## src/rtl/core/tmf_pkg.sv

```systemverilog
// Shared constants for the trimmed mean filter.
package tmf_pkg;

  // Default sizing of the sample store and sample width.
  localparam int DEF_MAX_SAMPLES = 32;
  localparam int DEF_SAMPLE_BITS = 16;

  // Configuration register widths and reset values.
  localparam int SAMPLE_COUNT_W   = 6;
  localparam int TRIM_COUNT_W     = 4;
  localparam int CFG_DATA_W       = 6;
  localparam int CFG_IDX_W        = 1;
  localparam logic [SAMPLE_COUNT_W-1:0] SAMPLE_COUNT_RST = 6'd10;
  localparam logic [TRIM_COUNT_W-1:0]   TRIM_COUNT_RST   = 4'd2;

  // Configuration register indexes.
  localparam logic [CFG_IDX_W-1:0] REG_SAMPLE_COUNT = 1'd0;
  localparam logic [CFG_IDX_W-1:0] REG_TRIM_COUNT   = 1'd1;

endpackage

```

## src/rtl/core/trimmed_mean_filter.sv

```systemverilog
// Trimmed mean filter: batch gather, rank-select over a sample memory, iterative divide.
//
//   channel | ports                            | direction
//   --------+----------------------------------+----------
//   in      | in_valid, in_ready, in_sample    | input word
//   out     | out_valid, out_ready, out_mean,  | result word
//           | out_bad_setting                  |
//   cfg     | cfg_valid, cfg_ready, cfg_index, | register write
//           | cfg_data                         |
//
// Sample words are taken only while the block is idle. The word that completes a batch
// of n samples starts a computation whose length is set by the single read port of the
// sample memory, which is swept once per sample to find its rank, and by the
// one-bit-per-cycle divider; a kept sum of zero skips the divider's load step.
// A batch with too much trimming skips the computation and goes straight to its report.
// Reset clears the batch fill level and the result valid flag and restores the register
// reset values; the memory keeps its contents. Intake stops until a result is reported.
module trimmed_mean_filter #(
  parameter int MAX_SAMPLES = tmf_pkg::DEF_MAX_SAMPLES,
  parameter int SAMPLE_BITS = tmf_pkg::DEF_SAMPLE_BITS
) (
  input  logic                                clk,
  input  logic                                rst_n,
  // Sample input
  input  logic                                in_valid,
  output logic                                in_ready,
  input  logic signed [SAMPLE_BITS-1:0]       in_sample,
  // Result output
  output logic                                out_valid,
  input  logic                                out_ready,
  output logic signed [SAMPLE_BITS-1:0]       out_mean,
  output logic                                out_bad_setting,
  // Configuration writes
  input  logic                                cfg_valid,
  output logic                                cfg_ready,
  input  logic [tmf_pkg::CFG_IDX_W-1:0]       cfg_index,
  input  logic [tmf_pkg::CFG_DATA_W-1:0]      cfg_data
);
  import tmf_pkg::*;

  localparam int AW     = $clog2(MAX_SAMPLES);
  localparam int CNT_W  = $clog2(MAX_SAMPLES + 1);
  localparam int EXT_W  = (CNT_W > SAMPLE_COUNT_W) ? CNT_W : SAMPLE_COUNT_W;
  localparam int SUM_W  = SAMPLE_BITS + CNT_W;
  localparam int STEP_W = $clog2(SUM_W);

  typedef enum logic [6:0] {
    S_IDLE = 7'b0000001,
    S_RDI  = 7'b0000010,
    S_LATI = 7'b0000100,
    S_SCAN = 7'b0001000,
    S_ACC  = 7'b0010000,
    S_DIV  = 7'b0100000,
    S_OUT  = 7'b1000000
  } state_t;

  state_t                      state_r, state_nxt;
  logic [SAMPLE_COUNT_W-1:0]   sample_count_r, sample_count_nxt;
  logic [TRIM_COUNT_W-1:0]     trim_count_r, trim_count_nxt;
  logic [AW-1:0]               fill_r, fill_nxt;
  logic [AW-1:0]               i_r, i_nxt;
  logic [CNT_W-1:0]            j_r, j_nxt;
  logic [CNT_W-1:0]            rank_r, rank_nxt;
  logic                        cmp_v_r, cmp_v_nxt;
  logic [AW-1:0]               cmp_j_r, cmp_j_nxt;
  logic signed [SAMPLE_BITS-1:0] pivot_r, pivot_nxt;
  logic signed [SUM_W-1:0]     sum_r, sum_nxt;
  logic                        neg_r, neg_nxt;
  logic [SUM_W-1:0]            quo_r, quo_nxt;
  logic [CNT_W-1:0]            rem_r, rem_nxt;
  logic [STEP_W-1:0]           step_r, step_nxt;
  logic                        bad_r, bad_nxt;
  logic                        out_valid_r, out_valid_nxt;
  logic signed [SAMPLE_BITS-1:0] out_mean_r, out_mean_nxt;
  logic                        out_bad_r, out_bad_nxt;

  // Sample memory with registered read data.
  logic signed [SAMPLE_BITS-1:0] mem [MAX_SAMPLES];
  logic signed [SAMPLE_BITS-1:0] rdata_r;
  logic [AW-1:0]                 rd_addr;

  logic              in_fire;
  logic [EXT_W-1:0]  sc_ext, n_ext, twice_t, trim_ext, hi_lim, rank_ext;
  logic [CNT_W-1:0]  n_eff, keep, fill_inc, i_inc;
  logic              bad_now, cmp_less, rank_kept;
  logic [CNT_W:0]    div_sh, div_diff;
  logic              div_bit;
  logic [SUM_W-1:0]  q_signed;

  assign in_ready        = (state_r == S_IDLE);
  assign in_fire         = in_valid && in_ready;
  assign cfg_ready       = 1'b1;
  assign out_valid       = out_valid_r;
  assign out_mean        = out_mean_r;
  assign out_bad_setting = out_bad_r;

  // Effective batch size, trim limits and the keep count.
  always_comb begin
    sc_ext   = EXT_W'(sample_count_r);
    if (sc_ext == '0) begin
      n_ext = EXT_W'(1);
    end else if (sc_ext > EXT_W'(MAX_SAMPLES)) begin
      n_ext = EXT_W'(MAX_SAMPLES);
    end else begin
      n_ext = sc_ext;
    end
    n_eff    = n_ext[CNT_W-1:0];
    trim_ext = EXT_W'(trim_count_r);
    twice_t  = EXT_W'({trim_count_r, 1'b0});
    bad_now  = (twice_t >= n_ext);
    keep     = CNT_W'(n_ext - twice_t);
    hi_lim   = n_ext - trim_ext;
    rank_ext = EXT_W'(rank_r);
    rank_kept = (rank_ext >= trim_ext) && (rank_ext < hi_lim);
    fill_inc = CNT_W'(fill_r) + CNT_W'(1);
    i_inc    = CNT_W'(i_r) + CNT_W'(1);
  end

  // Rank compare: earlier index wins a tie so every sorted position maps to one sample.
  assign cmp_less = (rdata_r < pivot_r) || ((rdata_r == pivot_r) && (cmp_j_r < i_r));

  // One restoring divide step on the magnitude of the sum.
  always_comb begin
    div_sh   = {rem_r, quo_r[SUM_W-1]};
    div_diff = div_sh - {1'b0, keep};
    div_bit  = (div_sh >= {1'b0, keep});
  end

  assign q_signed = neg_r ? (~quo_r + SUM_W'(1)) : quo_r;
  assign rd_addr  = (state_r == S_RDI) ? i_r : j_r[AW-1:0];

  // Memory write on sample intake, read every cycle.
  always_ff @(posedge clk) begin
    if (in_fire) begin
      mem[fill_r] <= in_sample;
    end
    rdata_r <= mem[rd_addr];
  end

  // Sequencer: gather, rank every sample, accumulate kept ones, divide, report; too much trimming skips to report.
  always_comb begin
    state_nxt        = state_r;
    sample_count_nxt = sample_count_r;
    trim_count_nxt   = trim_count_r;
    fill_nxt         = fill_r;
    i_nxt            = i_r;
    j_nxt            = j_r;
    rank_nxt         = rank_r;
    cmp_v_nxt        = 1'b0;
    cmp_j_nxt        = j_r[AW-1:0];
    pivot_nxt        = pivot_r;
    sum_nxt          = sum_r;
    neg_nxt          = neg_r;
    quo_nxt          = quo_r;
    rem_nxt          = rem_r;
    step_nxt         = step_r;
    bad_nxt          = bad_r;
    out_valid_nxt    = out_valid_r && !out_ready;
    out_mean_nxt     = out_mean_r;
    out_bad_nxt      = out_bad_r;

    if (cfg_valid) begin
      case (cfg_index)
        REG_SAMPLE_COUNT: sample_count_nxt = cfg_data[SAMPLE_COUNT_W-1:0];
        REG_TRIM_COUNT:   trim_count_nxt   = cfg_data[TRIM_COUNT_W-1:0];
        default: ;
      endcase
    end

    case (state_r)
      S_IDLE: begin
        if (in_fire) begin
          if (fill_inc >= n_eff) begin
            fill_nxt = '0;
            bad_nxt  = bad_now;
            i_nxt    = '0;
            sum_nxt  = '0;
            state_nxt = bad_now ? S_OUT : S_RDI;
          end else begin
            fill_nxt = fill_inc[AW-1:0];
          end
        end
      end
      S_RDI: begin
        state_nxt = S_LATI;
      end
      S_LATI: begin
        pivot_nxt = rdata_r;
        j_nxt     = '0;
        rank_nxt  = '0;
        state_nxt = S_SCAN;
      end
      S_SCAN: begin
        if (cmp_v_r && cmp_less) begin
          rank_nxt = rank_r + CNT_W'(1);
        end
        if (j_r != n_eff) begin
          cmp_v_nxt = 1'b1;
          j_nxt     = j_r + CNT_W'(1);
        end else begin
          state_nxt = S_ACC;
        end
      end
      S_ACC: begin
        if (rank_kept) begin
          sum_nxt = sum_r + SUM_W'(pivot_r);
        end
        if (i_inc == n_eff) begin
          state_nxt = S_DIV;
        end else begin
          i_nxt     = i_inc[AW-1:0];
          state_nxt = S_RDI;
        end
        // Divider set-up; overwritten each pass, final on the last one.
        neg_nxt  = 1'b0;
        rem_nxt  = '0;
        step_nxt = '0;
      end
      S_DIV: begin
        if (step_r == '0 && rem_r == '0 && !neg_r && quo_r == '0 && sum_r != '0) begin
          // First step: load the magnitude of the sum.
          neg_nxt = sum_r[SUM_W-1];
          quo_nxt = sum_r[SUM_W-1] ? SUM_W'(-sum_r) : SUM_W'(sum_r);
        end else begin
          rem_nxt  = div_bit ? div_diff[CNT_W-1:0] : div_sh[CNT_W-1:0];
          quo_nxt  = {quo_r[SUM_W-2:0], div_bit};
          step_nxt = step_r + STEP_W'(1);
          if (step_r == STEP_W'(SUM_W - 1)) begin
            state_nxt = S_OUT;
          end
        end
      end
      S_OUT: begin
        if (!out_valid_r || out_ready) begin
          out_valid_nxt = 1'b1;
          out_bad_nxt   = bad_r;
          out_mean_nxt  = bad_r ? '0 : q_signed[SAMPLE_BITS-1:0];
          state_nxt     = S_IDLE;
        end
      end
      default: begin
        state_nxt = S_IDLE;
      end
    endcase
  end

  // Control registers take reset; datapath registers do not.
  always_ff @(posedge clk) begin
    if (!rst_n) begin
      state_r        <= S_IDLE;
      sample_count_r <= SAMPLE_COUNT_RST;
      trim_count_r   <= TRIM_COUNT_RST;
      fill_r         <= '0;
      cmp_v_r        <= 1'b0;
      out_valid_r    <= 1'b0;
      quo_r          <= '0;
      neg_r          <= 1'b0;
      rem_r          <= '0;
      step_r         <= '0;
    end else begin
      state_r        <= state_nxt;
      sample_count_r <= sample_count_nxt;
      trim_count_r   <= trim_count_nxt;
      fill_r         <= fill_nxt;
      cmp_v_r        <= cmp_v_nxt;
      out_valid_r    <= out_valid_nxt;
      quo_r          <= (state_r == S_ACC) ? '0 : quo_nxt;
      neg_r          <= neg_nxt;
      rem_r          <= rem_nxt;
      step_r         <= step_nxt;
    end
  end

  always_ff @(posedge clk) begin
    i_r        <= i_nxt;
    j_r        <= j_nxt;
    rank_r     <= rank_nxt;
    cmp_j_r    <= cmp_j_nxt;
    pivot_r    <= pivot_nxt;
    sum_r      <= sum_nxt;
    bad_r      <= bad_nxt;
    out_mean_r <= out_mean_nxt;
    out_bad_r  <= out_bad_nxt;
  end

`ifndef SYNTHESIS
  // A completing sample always restarts the batch.
  a_batch_restart: assert property (@(posedge clk) disable iff (!rst_n)
    (in_fire && (fill_inc >= n_eff)) |=> (fill_r == '0))
    else $error("fill level not cleared at batch end");

  // A flagged result always carries a zero mean.
  a_bad_zero: assert property (@(posedge clk) disable iff (!rst_n)
    (out_valid_r && out_bad_r) |-> (out_mean_r == '0))
    else $error("bad setting result with non-zero mean");

  // A rank never reaches the batch size.
  a_rank_range: assert property (@(posedge clk) disable iff (!rst_n)
    (state_r == S_ACC) |-> (rank_r < n_eff))
    else $error("rank out of range");

  // The scan index never runs past the batch.
  a_scan_bound: assert property (@(posedge clk) disable iff (!rst_n)
    (state_r == S_SCAN) |-> (j_r <= n_eff))
    else $error("scan index past batch size");
`endif

endmodule

```

## config.mk

```make
export PLATFORM = sky130hd
export DESIGN_NAME = trimmed_mean_filter
export DESIGN_NICKNAME = d
export VERILOG_FILES = /design/src/rtl/core/tmf_pkg.sv /design/src/rtl/core/trimmed_mean_filter.sv
export SDC_FILE = /design/constraint.sdc
export NUM_CORES = 1
export LEC_CHECK = 0
export BUFFER_PORTS_ARGS = -buffer_cell sky130_fd_sc_hd__buf_2
export CORE_MARGIN = 2
export CORE_UTILIZATION = 65
export DETAILED_ROUTE_END_ITERATION = 6
export GPL_ROUTABILITY_DRIVEN = 0
export HOLD_SLACK_MARGIN = 0.1
export PLACE_DENSITY = 0.79
export REMOVE_ABC_BUFFERS = 1
export SLEW_MARGIN = 20
export SYNTH_ARGS = -nofsm -noshare
export SYNTH_HDL_FRONTEND = slang
export SYNTH_SLANG_ARGS = --single-unit
```

## constraint.sdc

```tcl
create_clock -name clk -period 10.5 [get_ports clk]
set_input_delay 2.1 -clock clk [delete_from_list [all_inputs] [get_ports clk]]
set_output_delay 2.1 -clock clk [all_outputs]
set_load 0.005 [all_outputs]
```

Word level (Yosys, flattened, before mapping). Memory sizes are Yosys's and may differ from the RTL's. A register that Yosys moved wholly into a read port is not among the register bits. Cells that the tools add are included.

Register bits: 136. RAM bits: 512. Input port bits: 28. Memories: 1.

$add $sub $neg: 11. Order comparisons: 8. Equal/unequal tests: 22. Multiplexer cells: 40. Bitwise logic cells: 3. Reduce and logical (&&, ||, !) cells: 36.

Memories: mem (depth 32, bits a word 16, rd ports 1, clocked after Yosys merged registers in 1, wr ports 1, line trimmed_mean_filter.sv:78) `logic signed [SAMPLE_BITS-1:0] mem [MAX_SAMPLES];`.

Operators with widths (count): two-way mux 22 bit (5); two-way mux 7 bit (7); one-hot mux 7 bit (7 select lines) (1); one-hot mux 22 bit (2 select lines) (1); two-way mux 6 bit (7); one-hot mux 6 bit (2 select lines) (3); two-way mux 5 bit (6); adder 22 x 16 -> 22 bit (1); logical NOT 22 bit (1); negation 22 bit (1); nonzero test 22 bit (1); one-hot mux 5 bit (2 select lines) (2); inequality test 2 bit, second input constant (9); AND reduction 2 bit (9); adder 16 x 1 -> 16 bit, second input constant (1); == test 16 bit (1); < comparator 16 bit (1); two-way mux 16 bit (1); inverter 16 bit (1); adder 5 x 1 -> 6 bit, second input constant (2); adder 6 x 1 -> 6 bit, second input constant (2); logical NOT 6 bit (2); logical AND 1 bit (9); AND reduction 4 bit (2); other kinds (32) (44).

Depth between registers and ports, before layout. Gate-level depths: netlist of the first run.

Depth in word-level cells: 8. Gate-level depth with buffers: 16. Gate-level depth less buffers: 16.

Least setup slack after synthesis of the first run. No wires, ideal clock.

Path type: register to register. Start point: register sample_count_r[3]. End point: register sum_r[0] (enable). Library setup time: 464 ps. Arrival: 4823 ps. Required time: 10036 ps. Path slack: 5213 ps. Stages on the path, launching flop included: 17. Buffers on the path: 0. Period minus slack after synthesis: 5287 ps. Cell sequence: dfxtp_1 > nor4_1 > nor2_1 > nor2_1 > inv_1 > ha_1 > inv_1 > fa_1 > inv_1 > ha_1 > o21a_1 > o21a_1 > o21ai_0 > nand2b_1 > a21oi_1 > nor2b_1 > o41ai_1.

Longest elaborated chain between the ends: 8.

Ends and longest elaborated chain: from (decl) (line trimmed_mean_filter.sv:58) `logic [SAMPLE_COUNT_W-1:0] sample_count_r, sample_count_nxt;`; from (signal assigned) (line trimmed_mean_filter.sv:262) `sample_count_r <= sample_count_nxt;`; greater-than comparator 6 bit (line trimmed_mean_filter.sv:102) `end else if (sc_ext > EXT_W'(MAX_SAMPLES)) begin`; two-way mux 6 bit (line trimmed_mean_filter.sv:102); two-way mux 6 bit (*) (line trimmed_mean_filter.sv:100) `if (sc_ext == '0) begin`; subtractor 6 x 4 -> 6 bit (line trimmed_mean_filter.sv:112) `hi_lim = n_ext - trim_ext;`; < comparator 6 bit (line trimmed_mean_filter.sv:114) `rank_kept = (rank_ext >= trim_ext) && (rank_ext < hi_lim);`; logical AND 1 bit (line trimmed_mean_filter.sv:114); inequality test 2 bit (no line); AND reduction 4 bit (no line) (*); to (signal assigned) (line trimmed_mean_filter.sv:280) `sum_r <= sum_nxt;`; to (decl) (line trimmed_mean_filter.sv:67) `logic signed [SUM_W-1:0] sum_r, sum_nxt;`.

Every way passes the cells marked *; elsewhere a longest branch is shown, timed or not. A chain may end at the register's enable or synchronous reset.

Worst setup path after layout of the first run.
Start point: register state_r[2]. End point: register rdata_r[7], read port of mem.

Longest elaborated chain between the ends: 2.

Ends and longest elaborated chain: from (decl) (line trimmed_mean_filter.sv:57) `state_t state_r, state_nxt;`; from (signal assigned) (line trimmed_mean_filter.sv:261) `state_r <= state_nxt;`; == test 7 x 2 -> 1 bit (line trimmed_mean_filter.sv:130) `assign rd_addr = (state_r == S_RDI) ? i_r : j_r[AW-1:0];`; two-way mux 5 bit (line trimmed_mean_filter.sv:130); to (decl) (line trimmed_mean_filter.sv:79) `logic signed [SAMPLE_BITS-1:0] rdata_r;`.

No other way between the ends.

==> flow_metrics.tcl, run 1 <==
set metrics [dict create \
    grt_pass1_wl_mm 107 \
    dp.final_hpwl_mm 41.8 \
    port_buffers 46 \
    cts.htree.levels 3 \
    clkTransAtPathRegs_ns 0.06 \
    dieWidth_microns 215 \
    synthTopCellsByArea "edfxtp_1, nand2_1, dfxtp_1" \
    cp_cell_sequence "or4_1 > nor4b_4 > buf_4 > mux2i_4 > buf_4 > nand2_1 > a32oi_1 > a31oi_1 > nor4_1" \
    start_util 0.658 \
    r2r.worst_path.cells 9 \
    synth_area_sq_mm 0.0290 \
    wl_mm 70.0 \
    die_area_sq_mm 0.0463 \
    crit_type "reg -> reg" \
    grt_antenna_before_repair 2 \
    design.core.area_sq_mm 0.0441 \
    critPathCaptureType "flop" \
    chipHeight_microns 215 \
    clockRootBuffer "clkbuf_16" \
    internal-power_mw 4.52 \
    reg2reg_to "rdata_r[7]$_DFF_P_" \
    dr.max_layer_used "met5" \
    worstPathArrival_ns 4.91 \
    r2r-start "state_r[2]$_SDFFE_PN0P_" \
    yosys.area.top_type "edfxtp_1" \
    grt-ovfl-total 0 \
    finalHoldViolCount 0 \
    first_pass_iters 5 \
    cp_max_fo 72 \
    maxCapViolations 0 \
    p_seq_frac 0.509 \
    powerDensity_mw_per_mm2 182 \
    slew_violations 0 \
    post_drt_via_cell_ratio 6.38 \
    yosysWarnings 0 \
    fin_crit_sh 0.425 \
    syn_to_final_growth_pct 11.3 \
    finClkSkew_ns 0.0299 \
    p_switching_mw 1.37 \
    cts_tree "done" \
    fin_nets 2537 \
    route.detailed.drc 0 \
    yosysMostFrequentCell "edfxtp_1" \
    setup_violations 0 \
    wl_met1_mm 24.8 \
    tns_ns 0 \
    synth_cells 2374 \
    hold_path_depth 0 \
    critPathTopFamily "simple AND/OR/NAND/NOR gates" \
    detail-route-antenna-nets 0 \
    clk_latency_ns 0.62 \
    required_ns 10.94 \
    min_period_ns 4.47 \
    grt_pass1_vias 19300 \
    cts_sinks 664 \
    ys_seq_area_frac 0.660 \
    ys_seq_elements 664 \
    max_stage_delay_ns 0.75 \
    drtIter0Drc 2331 \
    relSlewSlack 0.242 \
    synth_common_cells "edfxtp_1, nand2_1, nand3_1" \
    synth_ff_type "edfxtp_1" \
    crit_top_cell "buf_4" \
    hold_path_class "reg -> reg" \
    cp_num_buf_inv 2 \
    async_flop_share 0 \
    grt_max_degree 97 \
    ys_types 69 \
    synth_top_area_frac 0.605 \
    wire_per_inst_microns 22.8 \
    wl_met3_mm 7.02 \
    worstSetupStartpointType "flop" \
    grt.total_usage 0.303 \
    status "finished clean" \
    max_freq_ghz 0.224 \
    drive_above_1_share 0.0930 \
    cts_buffers 68 \
    worst_pin_slew_ns 1.14 \
    cts_buffer_depth 3 \
    wl_met2_mm 34.4 \
    power.leakage_nw 11.3 \
    boundaryPins 48 \
    grt_setup_unrepaired "no" \
    crit_start "state_r[2]$_SDFFE_PN0P_" \
    cts-resized-gates 0 \
    vias 19600 \
    synth-edff-count 585 \
    fp-row-count 77 \
    min-delay-start "rdata_r[12]$_DFF_P_" \
    syn_area_per_cell_sq_um 12.2 \
    rrSetupSlack_ns 6.03 \
    switching_share 0.232 \
    p_clk_frac 0.410 \
    power_frac_comb 0.081 \
    final_cell_count_no_fill 3065 \
    cts_hold_buf 0 \
    post-cts-setup-buffers 0 \
    dp_cells 2943 \
    peakVddDrop_uv 174 \
    hold_end "pivot_r[12]$_DFFE_PP_" \
    crit_slowest_cell "mux2i_4" \
]
-- how the worst max path moves through the flow --
stage,end,cells past startpoint,slack (ns)
floorplan,rdata_r[15]$_DFF_P_,7,1.67
global placement,rdata_r[8]$_DFF_P_,9,6.16
detailed placement,rdata_r[11]$_DFF_P_,9,5.90
CTS,rdata_r[11]$_DFF_P_,9,5.80
global route,rdata_r[7]$_DFF_P_,9,5.84
finish,rdata_r[7]$_DFF_P_,9,6.03
-- layout by cell type, fill, tap and decap left out, types with 52 or more instances in the layout --
cell type | synthesis | layout
nand3_1 | 169 | 169
dfxtp_1 | 79 | 79
inv_1 | 61 | 61
nand2_1 | 461 | 461
buf_4 | 2 | 52
ha_1 | 82 | 82
mux2i_1 | 69 | 67
a32oi_1 | 65 | 65
edfxtp_1 | 585 | 585
nor2_1 | 132 | 132
clkbuf_16 | 0 | 71
a31oi_1 | 70 | 69
-- final cells by class --
| class | instances | area [sq um] |
|---|---|---|
| flip-flops and latches | 664 | 19100 |
| fillers | 2829 | 11800 |
| diodes | 1 | 2.50 |
| clock buffers | 86 | 1850 |
| well taps | 592 | 741 |
| repair buffers | 100 | 673 |
| multi-input cells | 1526 | 9240 |
| inverters | 63 | 236 |
| clock inverters | 33 | 389 |
-- sequential cells by signal, summed over array words and instances, names as in the netlist --
| register | count |
|---|---|
| bad_r | 1 |
| cmp_j_r | 5 |
| cmp_v_r | 1 |
| fill_r | 5 |
| i_r | 5 |
| j_r | 6 |
| mem | 512 |
| neg_r | 1 |
| out_bad_setting | 1 |
| out_mean | 16 |
| out_valid | 1 |
| pivot_r | 16 |
| quo_r | 22 |
| rank_ext | 6 |
| rdata_r | 16 |
| rem_r | 6 |
| sample_count_r | 6 |
| state_r | 7 |
| step_r | 5 |
| sum_r | 22 |
| trim_count_r | 4 |
-- power by group through the flow --
stage / Combinational [mW] / Clock [mW] / Sequential (mW)
after detailed placement: 0.460 / 0 / 3.05
after global routing: 0.515 / 2.52 / 3.00
after CTS: 0.465 / 2.43 / 3.00
after floorplan: 0.298 / 0 / 3.03
final: 0.474 / 2.42 / 3.00
after global placement: 0.441 / 0 / 3.05
-- metrics by stage --
| stage | utilization | area, sq um | power [mW] | worst slack (ns) | hold slack [ns] |
|---|---|---|---|---|---|
| 2_1_floorplan | - | 28500 | 3.33 | 1.67 | 0.408 |
| 3_3_place_gp | 0.680 | 30000 | 3.49 | 6.16 | 0.422 |
| 3_5_place_dp | 0.680 | 30000 | 3.51 | 5.90 | 0.431 |
| 4_1_cts | 0.730 | 32200 | 5.89 | 5.80 | 0.446 |
| 5_1_grt | 0.732 | 32300 | 6.04 | 5.84 | 0.462 |
| 6_report | 0.732 | 32300 | 5.89 | 6.03 | 0.443 |
-- layer usage --
| layer | global-route usage | up-vias |
|---|---|---|
| li1 | - | 8872 |
| met1 | 0.371 | 9406 |
| met3 | 0.0575 | 224 |
| met2 | 0.515 | 1064 |
| met5 | 0 | - |
| met4 | 0.157 | 2 |
-- cell families after synthesis --
logic type      Yosys count  synth area share
simple gates            946             0.147
mux                      71            0.0246
buf+inv                 184            0.0248
fa+ha+maj                86            0.0381
flops                   664             0.660
xor+xnor                 73            0.0220
compound gates          349            0.0836
other cells               1          0.000129
(Power assumes the default switching activity.)
==> run 2, diff against run 1 <==
Settings changed: CORE_UTILIZATION 65 to 57, PLACE_DENSITY 0.79 to 0.73.
Clock period 10.5 ns to 3.6 ns, I/O delays scaled along.
==> flow_metrics.tcl, run 2 (same netlist as run 1, synthesis figures left out) <==
set metrics [dict create \
    rrSetupSlack_ns -0.03 \
    dp_slack_ns 0.137 \
    crit_start "sample_count_r[4]$_SDFFE_PN0P_" \
    worstSetupStartpointType "flop" \
    grt-ovfl-total 0 \
    max_freq_ghz 0.275 \
    hold_path_class "in -> reg" \
    whs_ns 0.378 \
    fp-row-count 82 \
    crit_cells 18 \
    cts.htree.levels 3 \
    min_period_ns 3.63 \
    design.core.area_sq_mm 0.0502 \
    max_stage_delay_ns 0.44 \
    route.detailed.drc 0 \
    grt_setup_unrepaired "yes" \
    post_drt_via_cell_ratio 6.16 \
    worstPathArrival_ns 3.95 \
    finClkSkew_ns 0.0261 \
    first_pass_iters 6 \
    drive_above_1_share 0.111 \
    crit_slowest_cell "o41ai_4" \
    setup_violations 16 \
    wl_met1_mm 27.0 \
    largestRegisters "mem (512), quo_r (22), sum_r (22)" \
    reg2reg_to "sum_r[15]$_SDFFCE_PN0P_" \
    violations "negative setup slack" \
    vias 19700 \
    fin_nets 2581 \
    start_util 0.578 \
    critPathTopFamily "compound AO/OA/AOI/OAI gates" \
    clk_latency_ns 0.61 \
    wire_per_inst_microns 22.2 \
    largest_reg_flops 512 \
    grt_pass1_wl_mm 109 \
    cp_max_fo 11 \
    cp_num_buf_inv 5 \
    cts_buffer_depth 3 \
    final_common_cell "edfxtp_1" \
    clockRootBuffer "clkbuf_16" \
    p_total_mw 17.1 \
    cts_buffers 69 \
    fin_crit_sh 1.01 \
    status "finished, violations left" \
    drtIter0Drc 1937 \
    clkTransAtPathRegs_ns 0.06 \
    mostFrequentLayoutCells "edfxtp_1, nand2_1, nand3_1, nor2_1, ha_1" \
    grt_antenna_before_repair 1 \
    regMostFlops "mem" \
    maxCapViolations 0 \
    dr.max_layer_used "met5" \
    antenna_cells 0 \
    dieWidth_microns 230 \
    wl_met3_mm 5.70 \
    worst_pin_slew_ns 1.15 \
    crit_path_end "sum_r[15]$_SDFFCE_PN0P_" \
    syn_to_final_growth_pct 13.2 \
    r2r-start "sample_count_r[4]$_SDFFE_PN0P_" \
    power.leakage_nw 11.6 \
    tns_ns -0.491 \
    setup_ws_ns -0.0337 \
    grt_max_degree 61 \
    critPathCaptureType "flop" \
    dp.final_hpwl_mm 43.8 \
    required_ns 3.92 \
    cp_cell_sequence "nor4_2 > nor2_1 > nor2_1 > inv_1 > ha_2 > inv_2 > fa_1 > inv_1 > ha_1 > o21a_1 > o21a_1 > o21ai_1 > nand2b_1 > a21oi_2 > nor2b_2 > o41ai_4 > buf_4 > buf_12" \
    wl_mm 71.1 \
    boundaryPins 48 \
    die_area_sq_mm 0.0527 \
    fill_cells 3568 \
    slew_violations 0 \
    peakVddDrop_uv 470 \
    finalHoldViolCount 0 \
    chipHeight_microns 230 \
    cts_tree "done" \
    grt_pass1_vias 19500 \
    grt.total_usage 0.268 \
    port_buffers 46 \
    cts_sinks 664 \
    detail-route-antenna-nets 0 \
    crit_type "reg -> reg" \
    r2r.worst_path.cells 18 \
    powerDensity_mw_per_mm2 519 \
    cts_hold_buf 0 \
    wl_met2_mm 35.1 \
    relSlewSlack 0.235 \
]
## run 2: cell types whose count changed in the layout (fill, tap and decap cells not counted), moves of 2 or more
cell and change:
clkbuf_1 +5, bufinv_16 -3, buf_12 +16, clkinv_16 -2, clkinv_1 +3, inv_6 +2
buf_4 +26
## run 2: area by class of cell
cell class	instances	area (sq um)	area share
repair buffers	142	1170	0.0357
inverters	63	236	0.00720
clock buffers	92	1900	0.0577
well taps	672	841	0.0256
clock inverters	35	277	0.00842
multi-input cells	1527	9290	0.283
flip-flops and latches	664	19100	0.583
## run 2: per-stage QoR
step / cell area [sq um] / utilization / cells
final: 32900 / 0.655 / 3195
after global routing: 32900 / 0.655 / 3195
after CTS: 32700 / 0.653 / 3187
after detailed placement: 30600 / 0.609 / 3060
after global placement: 30600 / 0.609 / 3060
after floorplan: 28500 / - / 2253
## run 2: routing by layer
| layer | up-vias | track usage |
|---|---|---|
| met5 | - | 0 |
| met3 | 190 | 0.0425 |
| met1 | 9585 | 0.338 |
| li1 | 8991 | - |
| met2 | 917 | 0.454 |
| met4 | 2 | 0.124 |
## run 2: worst register-to-register path, cell delays in order (launching register included)
cell and delay, ns:
dfxtp_2 0.32, nor4_2 0.28, nor2_1 0.07, nor2_1 0.14, inv_1 0.08, ha_2 0.18
inv_2 0.06, fa_1 0.40, inv_1 0.07, ha_1 0.23, o21a_1 0.11, o21a_1 0.16
o21ai_1 0.11, nand2b_1 0.10, a21oi_2 0.18, nor2b_2 0.07, o41ai_4 0.44, buf_4 0.22
buf_12 0.14
## run 2: worst min-delay path by stage
stage	from	endpoint	cells after the start
after floorplan	rdata_r[0]$_DFF_P_	pivot_r[0]$_DFFE_PP_	0
after global placement	rdata_r[13]$_DFF_P_	pivot_r[13]$_DFFE_PP_	0
after detailed placement	rdata_r[12]$_DFF_P_	pivot_r[12]$_DFFE_PP_	0
after CTS	cfg_data[1]	sample_count_r[1]$_SDFFE_PN1P_	3
after global routing	cfg_data[1]	sample_count_r[1]$_SDFFE_PN1P_	3
final	cfg_data[1]	sample_count_r[1]$_SDFFE_PN1P_	3
## run 2: repair_timing
| action | 4_1_cts | 5_1_grt |
|---|---|---|
| resized for setup | 0 | 12 |
| buffers inserted | 0 | 5 |
| setup endpoints to repair | 0 | 23 |
## run 2: where the power goes
part / switching [mW] / total, mW / internal, mW / leakage (nW)
Combinational: 0.952 / 1.48 / 0.531 / 4.60
Sequential: 0.135 / 8.73 / 8.60 / 5.91
Clock: 2.91 / 6.85 / 3.94 / 1.06
